**src/hw/rtl/ybc_pkg.sv**
```systemverilog
// types, coefficients and widths shared by the yuv to bgr pipeline stages
`default_nettype none

package ybc_pkg;

    localparam int PIX_W   = 8;
    localparam int CHR_W   = PIX_W + 1;
    localparam int COEF_W  = 26;
    localparam int PROD_W  = COEF_W + CHR_W;
    localparam int ACC_W   = PROD_W + 2;
    localparam int FRAC_LIM  = 8;
    localparam int FRAC_FULL = 24;

    localparam int CFG_IDX_W = 2;

    localparam logic [CFG_IDX_W-1:0] REG_FULL_RANGE  = 2'd0;
    localparam logic [CFG_IDX_W-1:0] REG_USE_BT709   = 2'd1;
    localparam logic [CFG_IDX_W-1:0] REG_SWAP_CHROMA = 2'd2;

    // limited range, scale 256
    localparam logic signed [COEF_W-1:0] LIM_KY      = 26'sd298;
    localparam logic signed [COEF_W-1:0] LIM601_KR   = 26'sd409;
    localparam logic signed [COEF_W-1:0] LIM601_KGB  = 26'sd100;
    localparam logic signed [COEF_W-1:0] LIM601_KGR  = 26'sd208;
    localparam logic signed [COEF_W-1:0] LIM601_KB   = 26'sd516;
    localparam logic signed [COEF_W-1:0] LIM709_KR   = 26'sd459;
    localparam logic signed [COEF_W-1:0] LIM709_KGB  = 26'sd55;
    localparam logic signed [COEF_W-1:0] LIM709_KGR  = 26'sd136;
    localparam logic signed [COEF_W-1:0] LIM709_KB   = 26'sd541;

    // full range, q2.24
    localparam logic signed [COEF_W-1:0] FULL_KY     = 26'sd16777216;
    localparam logic signed [COEF_W-1:0] FULL601_KR  = 26'sd23521657;
    localparam logic signed [COEF_W-1:0] FULL601_KGB = 26'sd5773644;
    localparam logic signed [COEF_W-1:0] FULL601_KGR = 26'sd11981214;
    localparam logic signed [COEF_W-1:0] FULL601_KB  = 26'sd29729227;
    localparam logic signed [COEF_W-1:0] FULL709_KR  = 26'sd26420760;
    localparam logic signed [COEF_W-1:0] FULL709_KGB = 26'sd3142775;
    localparam logic signed [COEF_W-1:0] FULL709_KGR = 26'sd7853817;
    localparam logic signed [COEF_W-1:0] FULL709_KB  = 26'sd31131802;

    localparam logic signed [ACC_W-1:0] LIM_BIAS   = ACC_W'(128);
    localparam logic signed [ACC_W-1:0] ROUND_HALF = ACC_W'(1) <<< (FRAC_FULL - 1);

    typedef struct packed {
        logic full_range;
        logic use_bt709;
        logic swap_chroma;
    } cfg_t;

    typedef struct packed {
        logic                     full_range;
        logic signed [COEF_W-1:0] k_y;
        logic signed [COEF_W-1:0] k_r;
        logic signed [COEF_W-1:0] k_gb;
        logic signed [COEF_W-1:0] k_gr;
        logic signed [COEF_W-1:0] k_b;
        logic signed [CHR_W-1:0]  c_y;
        logic signed [CHR_W-1:0]  cb;
        logic signed [CHR_W-1:0]  cr;
    } sel_t;

    typedef struct packed {
        logic                     full_range;
        logic signed [PROD_W-1:0] p_y;
        logic signed [PROD_W-1:0] p_r;
        logic signed [PROD_W-1:0] p_gb;
        logic signed [PROD_W-1:0] p_gr;
        logic signed [PROD_W-1:0] p_b;
    } prod_t;

    typedef struct packed {
        logic                    full_range;
        logic signed [ACC_W-1:0] a_r;
        logic signed [ACC_W-1:0] a_g;
        logic signed [ACC_W-1:0] a_b;
    } acc_t;

    typedef struct packed {
        logic [PIX_W-1:0] red;
        logic [PIX_W-1:0] green;
        logic [PIX_W-1:0] blue;
    } pix_t;

endpackage

`default_nettype wire

```
**src/hw/rtl/ybc_select.sv**
```systemverilog
// stage one: chroma order, offsets and coefficient set for each pixel
`default_nettype none

module ybc_select (
    input  wire                              aclk,
    input  wire                              aresetn,
    input  wire                              in_valid,
    output logic                             in_ready,
    input  wire  [ybc_pkg::PIX_W-1:0]        luma,
    input  wire  [ybc_pkg::PIX_W-1:0]        first_chroma,
    input  wire  [ybc_pkg::PIX_W-1:0]        second_chroma,
    input  ybc_pkg::cfg_t                    cfg,
    output logic                             out_valid,
    input  wire                              out_ready,
    output ybc_pkg::sel_t                    out_data
);
    import ybc_pkg::*;

    logic valid_reg;
    sel_t data_reg;
    sel_t data_next;
    logic signed [CHR_W-1:0] first_c;
    logic signed [CHR_W-1:0] second_c;

    assign in_ready  = !valid_reg || out_ready;
    assign out_valid = valid_reg;
    assign out_data  = data_reg;

    always_comb begin
        first_c  = $signed({1'b0, first_chroma} - CHR_W'(128));
        second_c = $signed({1'b0, second_chroma} - CHR_W'(128));
        data_next.full_range = cfg.full_range;
        data_next.cb = cfg.swap_chroma ? second_c : first_c;
        data_next.cr = cfg.swap_chroma ? first_c : second_c;
        if (cfg.full_range) begin
            data_next.c_y = $signed({1'b0, luma});
            data_next.k_y = FULL_KY;
            if (cfg.use_bt709) begin
                data_next.k_r  = FULL709_KR;
                data_next.k_gb = FULL709_KGB;
                data_next.k_gr = FULL709_KGR;
                data_next.k_b  = FULL709_KB;
            end else begin
                data_next.k_r  = FULL601_KR;
                data_next.k_gb = FULL601_KGB;
                data_next.k_gr = FULL601_KGR;
                data_next.k_b  = FULL601_KB;
            end
        end else begin
            // limited range works on y minus the black level
            data_next.c_y = $signed({1'b0, luma} - CHR_W'(16));
            data_next.k_y = LIM_KY;
            if (cfg.use_bt709) begin
                data_next.k_r  = LIM709_KR;
                data_next.k_gb = LIM709_KGB;
                data_next.k_gr = LIM709_KGR;
                data_next.k_b  = LIM709_KB;
            end else begin
                data_next.k_r  = LIM601_KR;
                data_next.k_gb = LIM601_KGB;
                data_next.k_gr = LIM601_KGR;
                data_next.k_b  = LIM601_KB;
            end
        end
    end

    always_ff @(posedge aclk) begin
        if (!aresetn) begin
            valid_reg <= 1'b0;
        end else if (in_ready) begin
            valid_reg <= in_valid;
        end
    end

    always_ff @(posedge aclk) begin
        if (in_ready && in_valid) begin
            data_reg <= data_next;
        end
    end

endmodule

`default_nettype wire

```
**src/hw/rtl/ybc_mult.sv**
```systemverilog
// stage two: the five coefficient products
`default_nettype none

module ybc_mult (
    input  wire            aclk,
    input  wire            aresetn,
    input  wire            in_valid,
    output logic           in_ready,
    input  ybc_pkg::sel_t  in_data,
    output logic           out_valid,
    input  wire            out_ready,
    output ybc_pkg::prod_t out_data
);
    import ybc_pkg::*;

    logic  valid_reg;
    prod_t data_reg;
    prod_t data_next;

    assign in_ready  = !valid_reg || out_ready;
    assign out_valid = valid_reg;
    assign out_data  = data_reg;

    always_comb begin
        data_next.full_range = in_data.full_range;
        data_next.p_y  = $signed(in_data.k_y)  * $signed(in_data.c_y);
        data_next.p_r  = $signed(in_data.k_r)  * $signed(in_data.cr);
        data_next.p_gb = $signed(in_data.k_gb) * $signed(in_data.cb);
        data_next.p_gr = $signed(in_data.k_gr) * $signed(in_data.cr);
        data_next.p_b  = $signed(in_data.k_b)  * $signed(in_data.cb);
    end

    always_ff @(posedge aclk) begin
        if (!aresetn) begin
            valid_reg <= 1'b0;
        end else if (in_ready) begin
            valid_reg <= in_valid;
        end
    end

    always_ff @(posedge aclk) begin
        if (in_ready && in_valid) begin
            data_reg <= data_next;
        end
    end

endmodule

`default_nettype wire

```
**src/hw/rtl/ybc_sum.sv**
```systemverilog
// stage three: per-component sums with the limited range bias
`default_nettype none

module ybc_sum (
    input  wire            aclk,
    input  wire            aresetn,
    input  wire            in_valid,
    output logic           in_ready,
    input  ybc_pkg::prod_t in_data,
    output logic           out_valid,
    input  wire            out_ready,
    output ybc_pkg::acc_t  out_data
);
    import ybc_pkg::*;

    logic valid_reg;
    acc_t data_reg;
    acc_t data_next;
    logic signed [ACC_W-1:0] base;

    assign in_ready  = !valid_reg || out_ready;
    assign out_valid = valid_reg;
    assign out_data  = data_reg;

    always_comb begin
        base = ACC_W'($signed(in_data.p_y)) + (in_data.full_range ? '0 : LIM_BIAS);
        data_next.full_range = in_data.full_range;
        data_next.a_r = base + ACC_W'($signed(in_data.p_r));
        data_next.a_g = base - ACC_W'($signed(in_data.p_gb)) - ACC_W'($signed(in_data.p_gr));
        data_next.a_b = base + ACC_W'($signed(in_data.p_b));
    end

    always_ff @(posedge aclk) begin
        if (!aresetn) begin
            valid_reg <= 1'b0;
        end else if (in_ready) begin
            valid_reg <= in_valid;
        end
    end

    always_ff @(posedge aclk) begin
        if (in_ready && in_valid) begin
            data_reg <= data_next;
        end
    end

endmodule

`default_nettype wire

```
**src/hw/rtl/ybc_clamp.sv**
```systemverilog
// stage four: scale down, round, clamp to a byte; holds the output register
`default_nettype none

module ybc_clamp (
    input  wire            aclk,
    input  wire            aresetn,
    input  wire            in_valid,
    output logic           in_ready,
    input  ybc_pkg::acc_t  in_data,
    output logic           out_valid,
    input  wire            out_ready,
    output ybc_pkg::pix_t  out_data
);
    import ybc_pkg::*;

    logic valid_reg;
    pix_t data_reg;
    pix_t data_next;

    function automatic logic [PIX_W-1:0] to_byte(input logic signed [ACC_W-1:0] v,
                                                 input logic full);
        logic signed [ACC_W-1:0] adj;
        logic signed [ACC_W-1:0] q;
        logic [PIX_W-1:0]        res;
        adj = v;
        if (full) begin
            // half away from zero: negative sums take one less than half
            adj = v + ROUND_HALF - {{(ACC_W-1){1'b0}}, v[ACC_W-1]};
            q   = adj >>> FRAC_FULL;
        end else begin
            q = v >>> FRAC_LIM;
        end
        if (q[ACC_W-1]) begin
            res = '0;
        end else if (|q[ACC_W-2:PIX_W]) begin
            res = '1;
        end else begin
            res = q[PIX_W-1:0];
        end
        return res;
    endfunction

    assign in_ready  = !valid_reg || out_ready;
    assign out_valid = valid_reg;
    assign out_data  = data_reg;

    always_comb begin
        data_next.red   = to_byte(in_data.a_r, in_data.full_range);
        data_next.green = to_byte(in_data.a_g, in_data.full_range);
        data_next.blue  = to_byte(in_data.a_b, in_data.full_range);
    end

    always_ff @(posedge aclk) begin
        if (!aresetn) begin
            valid_reg <= 1'b0;
        end else if (in_ready) begin
            valid_reg <= in_valid;
        end
    end

    always_ff @(posedge aclk) begin
        if (in_ready && in_valid) begin
            data_reg <= data_next;
        end
    end

endmodule

`default_nettype wire

```
**src/hw/rtl/yuv_to_bgr_pixel_convert.sv**
```systemverilog
// top level of the per-pixel ycbcr to bgr converter
//
//   channel  ports        beat contents
//   input    s_t*         luma, first_chroma, second_chroma
//   output   m_t*         blue, green, red
//   config   cfg_wr_*     full_range, use_bt709, swap_chroma by index
//
// one pixel per cycle sustained while m_tready is high; a pixel accepted at the input
// passes the select, multiply, sum and clamp registers in that order before it shows
// on m_tvalid, from where it leaves when m_tready is high.
// aresetn is synchronous; it clears the config registers and every stage valid.
// each stage holds its beat while the next one is full and held itself, so a stall on
// m_tready backs up through the full stages and bubbles are squeezed out.
`default_nettype none

module yuv_to_bgr_pixel_convert (
    input  wire                               aclk,
    input  wire                               aresetn,
    input  wire                               s_tvalid,
    output logic                              s_tready,
    input  wire  [23:0]                       s_tdata,   // luma, first_chroma, second_chroma
    output logic                              m_tvalid,
    input  wire                               m_tready,
    output logic [23:0]                       m_tdata,   // blue, green, red
    input  wire                               cfg_wr_en,
    input  wire  [ybc_pkg::CFG_IDX_W-1:0]     cfg_wr_index,
    input  wire                               cfg_wr_data
);
    import ybc_pkg::*;

    cfg_t  cfg_reg;
    sel_t  sel_data;
    prod_t prod_data;
    acc_t  acc_data;
    pix_t  pix_data;
    logic  sel_valid, sel_ready;
    logic  prod_valid, prod_ready;
    logic  acc_valid, acc_ready;
    logic [2:0] occ_reg;
    logic [2:0] occ_next;

    always_ff @(posedge aclk) begin
        if (!aresetn) begin
            cfg_reg <= '0;
        end else if (cfg_wr_en) begin
            unique case (cfg_wr_index)
                REG_FULL_RANGE:  cfg_reg.full_range  <= cfg_wr_data;
                REG_USE_BT709:   cfg_reg.use_bt709   <= cfg_wr_data;
                REG_SWAP_CHROMA: cfg_reg.swap_chroma <= cfg_wr_data;
                default: ;
            endcase
        end
    end

    ybc_select u_select (
        .aclk          (aclk),
        .aresetn       (aresetn),
        .in_valid      (s_tvalid),
        .in_ready      (s_tready),
        .luma          (s_tdata[7:0]),
        .first_chroma  (s_tdata[15:8]),
        .second_chroma (s_tdata[23:16]),
        .cfg           (cfg_reg),
        .out_valid     (sel_valid),
        .out_ready     (sel_ready),
        .out_data      (sel_data)
    );

    ybc_mult u_mult (
        .aclk      (aclk),
        .aresetn   (aresetn),
        .in_valid  (sel_valid),
        .in_ready  (sel_ready),
        .in_data   (sel_data),
        .out_valid (prod_valid),
        .out_ready (prod_ready),
        .out_data  (prod_data)
    );

    ybc_sum u_sum (
        .aclk      (aclk),
        .aresetn   (aresetn),
        .in_valid  (prod_valid),
        .in_ready  (prod_ready),
        .in_data   (prod_data),
        .out_valid (acc_valid),
        .out_ready (acc_ready),
        .out_data  (acc_data)
    );

    ybc_clamp u_clamp (
        .aclk      (aclk),
        .aresetn   (aresetn),
        .in_valid  (acc_valid),
        .in_ready  (acc_ready),
        .in_data   (acc_data),
        .out_valid (m_tvalid),
        .out_ready (m_tready),
        .out_data  (pix_data)
    );

    assign m_tdata = {pix_data.red, pix_data.green, pix_data.blue};

    // beats in flight, for the checks below
    always_comb begin
        occ_next = occ_reg;
        if (s_tvalid && s_tready && !(m_tvalid && m_tready)) begin
            occ_next = occ_reg + 3'd1;
        end else if (!(s_tvalid && s_tready) && m_tvalid && m_tready) begin
            occ_next = occ_reg - 3'd1;
        end
    end

    always_ff @(posedge aclk) begin
        if (!aresetn) begin
            occ_reg <= '0;
        end else begin
            occ_reg <= occ_next;
        end
    end

    a_no_overfill: assert property (@(posedge aclk) disable iff (!aresetn)
        occ_reg <= 3'd4)
        else $error("more beats in flight than pipeline stages");

    a_free_flow: assert property (@(posedge aclk) disable iff (!aresetn)
        m_tready |-> s_tready)
        else $error("input stalled while output drains");

    a_out_has_source: assert property (@(posedge aclk) disable iff (!aresetn)
        m_tvalid |-> occ_reg != 3'd0)
        else $error("output beat with nothing accepted");

    a_full_takes: assert property (@(posedge aclk) disable iff (!aresetn)
        (occ_reg == 3'd4 && !m_tready) |-> !s_tready)
        else $error("input taken while every stage is full");

endmodule

`default_nettype wire
```
**config.mk**
```make
export PLATFORM = sky130hd
export DESIGN_NAME = yuv_to_bgr_pixel_convert
export DESIGN_NICKNAME = d
export VERILOG_FILES = /design/src/hw/rtl/ybc_pkg.sv /design/src/hw/rtl/ybc_select.sv /design/src/hw/rtl/ybc_mult.sv /design/src/hw/rtl/ybc_sum.sv /design/src/hw/rtl/ybc_clamp.sv /design/src/hw/rtl/yuv_to_bgr_pixel_convert.sv
export SDC_FILE = /design/constraint.sdc
export NUM_CORES = 2
export LEC_CHECK = 0
export BUFFER_PORTS_ARGS = -buffer_cell sky130_fd_sc_hd__buf_2
export CAP_MARGIN = 20
export CORE_ASPECT_RATIO = 1.4
export CORE_MARGIN = 3
export CORE_UTILIZATION = 35
export CTS_CLUSTER_SIZE = 24
export DETAILED_ROUTE_END_ITERATION = 16
export HOLD_SLACK_MARGIN = 0.15
export PLACE_DENSITY = 0.53
export SLEW_MARGIN = 10
export SYNTH_ARGS = -nofsm -noshare
export SYNTH_HDL_FRONTEND = slang
export SYNTH_SLANG_ARGS = --single-unit
```
**constraint.sdc**
```tcl
create_clock -name aclk -period 20.5 [get_ports aclk]
set_input_delay 2.05 -clock aclk [delete_from_list [all_inputs] [get_ports aclk]]
set_output_delay 2.05 -clock aclk [all_outputs]
set_load 0.01 [all_outputs]
```
# --- After elaboration in Yosys (flattened, before gate mapping) ---
# Cells that the tools add are included.
# W data, S select, Z words.
word_totals:
  output_inout_bits: 26
  ff_bits: 476
  elab_cells: 82
classes:
  add_sub_neg: 14
  eq_ne: 2
  multipliers: 5
  reduce_logical: 19
  n_mux: 12
op_table:
  columns: ["operator", "count"]
  rows:
  - ["$mul A26 B9 Y35", 5]
  - ["$mux W138", 1]
  - ["$add A37 B24 Y37 const B", 3]
  - ["$mux W37", 3]
  - ["$sub A37 B1 Y37", 3]
  - ["$mux W102", 1]
  - ["$mux W85", 1]
  - ["$reduce_or A28 Y1", 3]
  - ["$add A37 B35 Y37", 2]
  - ["$sub A37 B35 Y37", 2]
  - ["$add A37 B37 Y37", 1]
  - ["$mux W8", 4]
  - ["$mux W9", 2]
  - ["$sub A8 B8 Y9 const B", 2]
  - ["$sub A8 B5 Y9 const B", 1]
  - ["$reduce_and A2 Y1", 3]
  - ["$logic_and A1 B1 Y1", 4]
  - ["$logic_not A1 Y1", 4]
  - ["$logic_or A1 B1 Y1", 4]
  - ["$eq A2 B1 Y1 const B", 1]
  - ["$eq A2 B2 Y1 const B", 1]
  - ["$logic_not A2 Y1", 1]

# --- Logic depth before layout (Yosys ltp) ---
depth:
  word_depth: 6
  depth_mapped: 28
  ltp_nobuf: 25

# --- Cells and area by module ---
# From an unflattened synthesis, not the netlist that was laid out.
unflattened:
  cells_unflattened: 6450
  area_unflattened_um2: 62476.2
by_module_without_submodules:
  columns: ["module", "seq_area_each_um2", "cells_per_inst", "n_inst", "area_per_inst_um2"]
  rows:
  - ["ybc_mult", 5305.1, 4305, 1, 43222.7]
  - ["ybc_sum", 3383.2, 1126, 1, 10761.6]
  - ["ybc_clamp", 740.7, 802, 1, 5851.9]
  - ["ybc_select", 1191.1, 204, 1, 2507.4]
  - ["yuv_to_bgr_pixel_convert", 60.1, 13, 1, 132.6]

# --- Worst setup path before layout ---
# Ideal clock, no wire load.
synth_path:
  path_type: "in2reg"
  from: "input port m_tready"
  to: "register u_mult.data_reg (netlist bit u_mult.out_data[0]), enable pin"
  cell_stages: 3
  setup_time_ns: 0.976
  arrival_time_ns: 14.956
  n_path_buf: 0
  slack_ns: 4.568
  t_required_ns: 19.524
  path_cell_list: "nor2b_1 -> and2_0 -> a21boi_0"
synth_between:
  elab_chain_cells: 4
synth_lines:
  columns: ["element", "line", "source"]
  rows:
  - ["start: declaration", "yuv_to_bgr_pixel_convert.sv:23", "input wire m_tready,"]
  - ["$logic_or A1 B1 Y1", "ybc_clamp.sv:43", "assign in_ready = !valid_reg || out_ready;"]
  - ["$logic_or A1 B1 Y1", "ybc_sum.sv:21", "assign in_ready = !valid_reg || out_ready;"]
  - ["$logic_or A1 B1 Y1", "ybc_mult.sv:20", "assign in_ready = !valid_reg || out_ready;"]
  - ["$logic_and A1 B1 Y1", "ybc_mult.sv:42", "if (in_ready && in_valid) begin"]
  - ["end signal: assignment", "ybc_mult.sv:43", "data_reg <= data_next;"]
  - ["end: declaration", "ybc_mult.sv:17", "prod_t data_reg;"]
# Every way passes these cells.
# A chain may end at the register's enable or synchronous reset.

==> results.toml <==
[clock_tree]
tritoncts = "built"
ctsHtreeMaxLevel = 2
cts_hold_buf = 0
clk_latency_ps = 600
post_cts_resized = 0
cts_buffers = 42
clkSinkCount = 357
cts_max_path_buffers = 3
cts_root_buffer = "clkbuf_16"
clk_pin_slew_ps = 60
cts_setup_buffers = 0

[final_layout]
largest_reg_flops = 175
final_util_pct = 38.3
syn_to_final_growth_pct = 8.52
design_area_um2 = 51300
nNetsFinal = 6078
finalNonFillerCells = 6577
drive_above_1_share_pct = 4.85

[floorplanning]
die_h_um = 441
io-pin-count = 58
fp.dieW_um = 317
start_util_pct = 35.3
dieArea_um2 = 140000
rows = 159
design.core.area_um2 = 134000

[detailed_routing]
finalWirelength_um = 134000
detail_route.wl_per_cell_um = 20.4
routed-via-count = 33000
drt_drc_violations_left = 0
drt_iter0_drc = 1566
detail_route.vias_per_cell = 5.01
drt_first_pass_iters = 5
antenna_left = 0

[synth]
synth_seq_area_share_pct = 22.5
netlist_instances = 4704
synth-compound-area-share_pct = 12.3
synthSimpleGateAreaFrac_pct = 9.91
ys_ff_latch = 357
synthTopCellsByArea = "edfxtp_1 22%, fa_1 21%, ha_1 20%, inv_1 6.7%, xnor2_1 4.0%"
postSynth.asyncResetShare_pct = 0
synth_top_area_cell = "edfxtp_1"
synth_ff_type = "edfxtp_1"
synth_top_area_share_pct = 22.2
synth-edff-count = 350
syn-mean-instance-area_um2 = 10.1
synth_commonest_cells = "845 x inv_1, 773 x ha_1, 500 x fa_1, 350 x edfxtp_1, 264 x a21oi_1"
muxShareOfSynthArea_pct = 0.717
synthAdderAreaFrac_pct = 41.6
synth_top_family_by_area = "adder cells"
yosysWarnings = 0
synth_xor_area_share_pct = 5.65
ys_types = 82
syn-cell-area_um2 = 47300
synth_most_common_cell = "inv_1"

[sta]
whs_ps = 443
fin_ws_ps = 13320
period_share_pct = 35.0
setup_viol = 0
slew_headroom_pct = 28.6
period_minus_slack_ps = 7180
maxSlewViolCount = 0
tns_ps = 0
fmax_ghz = 0.139
skew_ps = 33.2
hold_violations = 0
rsz0062_at_grt = "false"
worst_pin_slew_ps = 1070

[pwr]
power.share.sequential_pct = 20.3
comb_power_share_pct = 68.1
p_total_mw = 6.85
ir_drop_mv = 0.0824
power_density_nw_per_um2 = 133
intPower_mw = 3.60
power_leakage_nw = 25.2
clockPowerShare_pct = 11.5
switchingPower_mw = 3.25
swShare_pct = 47.5

[grt]
grt_pass1_vias = 34700
grt_max_degree = 86
antenna_found_initial = 5
grt_pass1_wl_um = 207000
grt_use_total_pct = 19.6
overflow = 0

[placement]
dpl.cell_count = 6499
postPlaceCellArea_um2 = 49900
port_buffers = 57
place_ws_ps = 13400
hpwl_um = 116000
gp_congestion = 0.912

[setup_path]
critPathArrivalTime_ps = 7510
cp-end-kind = "flip-flop"
crit_fanout = 37
cp-start-kind = "flip-flop"
cp.required_ps = 20830
worstSetupPathType = "flip-flop to flip-flop"

[flow_run]
drv_cap = 0

[outcome]
outcome = "finished clean"

[hold_path]
min_path_type = "flip-flop to flip-flop"
==> area by class of cell <==
class / count / area (um^2)
diodes: 1 / 2.50
clock buffers: 53 / 1160
clock inverters: 23 / 284
fillers: 13400 / 82800
inverters: 845 / 3170
multi-input cells: 3428 / 33200
flip-flops and latches: 357 / 10700
well taps: 1771 / 2220
repair buffers: 99 / 613
==> critical path, cell delays in order (launching register included) <==
cell and delay [ps]:
edfxtp_1 320, buf_4 530, nand2_1 550, inv_1 440, fa_1 480, fa_1 450, fa_1 530, fa_1 420
ha_1 290, ha_1 350, a21oi_1 170, o21ai_0 190, o2111ai_1 240, a211o_1 140, nand2_1 130, a41o_1 320
o41a_1 390, a2111oi_1 530, o21bai_1 140, a21oi_1 190, xnor2_1 90
==> placed cells by master, fill, tap and decap left out, types with 11 or more instances in the layout <==
cell type / instances
ha_1: 773
xor2_1: 88
and3_1: 43
fa_1: 500
nand2b_1: 45
a31o_2: 11
a21o_1: 141
edfxtp_1: 350
o21bai_1: 48
a211o_1: 18
o21ai_0: 158
inv_1: 845
or3_1: 16
nor3_1: 48
a21oi_1: 264
nand2_1: 232
nor2b_1: 56
or2_2: 21
nor4_1: 23
mux2_2: 15
nand4_1: 26
nand3_1: 58
xnor2_1: 217
buf_2: 57
o21a_1: 42
buf_4: 41
o21ai_1: 13
nor2_1: 182
o211ai_1: 13
o31ai_1: 13
a211oi_1: 38
a31oi_1: 23
clkbuf_16: 45
mux2i_1: 17
and2_1: 135
==> power groups by stage <==
stage | clock, mW | combinational (mW) | sequential [mW]
2_1_floorplan | 0 | 3.35 | 1.31
6_report | 0.791 | 4.67 | 1.39
3_3_place_gp | 0 | 4.62 | 1.41
5_1_grt | 0.845 | 5.26 | 1.41
3_5_place_dp | 0 | 4.64 | 1.41
4_1_cts | 0.821 | 4.68 | 1.40
==> path summary, 6_finish.rpt <==
kind	slack, ps	from	depth (start not counted)	end
setup / recovery	13320	u_select.out_data[98]	20	u_mult.out_data[103]
hold / removal	440	u_mult.out_data[0]	0	u_sum.out_data[0]
setup reg to reg	13320	u_select.out_data[98]	20	u_mult.out_data[103]
hold reg to reg	440	u_mult.out_data[0]	0	u_sum.out_data[0]
==> metal layers <==
metal / vias to the layer above / global-route usage, % / part of all wire [%]
li1: 16100 / - / -
met1: 16200 / 23.7 / 42
met2: 484 / 35.4 / 50
met3: 175 / 1.78 / 2.9
met4: 0 / 7.85 / 4.6
met5: - / 0 / 0
==> cells by family (layout without fill, tap and decap cells) <==
family / after synthesis / after routing
AO/OA/AOI/OAI: 891 / 891
XOR/XNOR: 305 / 305
adder cells (fa/ha/maj): 1273 / 1273
buffers and inverters: 920 / 1020
flip-flops: 357 / 357
multiplexers: 32 / 32
other: 2 / 4
AND/OR/NAND/NOR: 924 / 924
(Power assumes the default switching activity.)
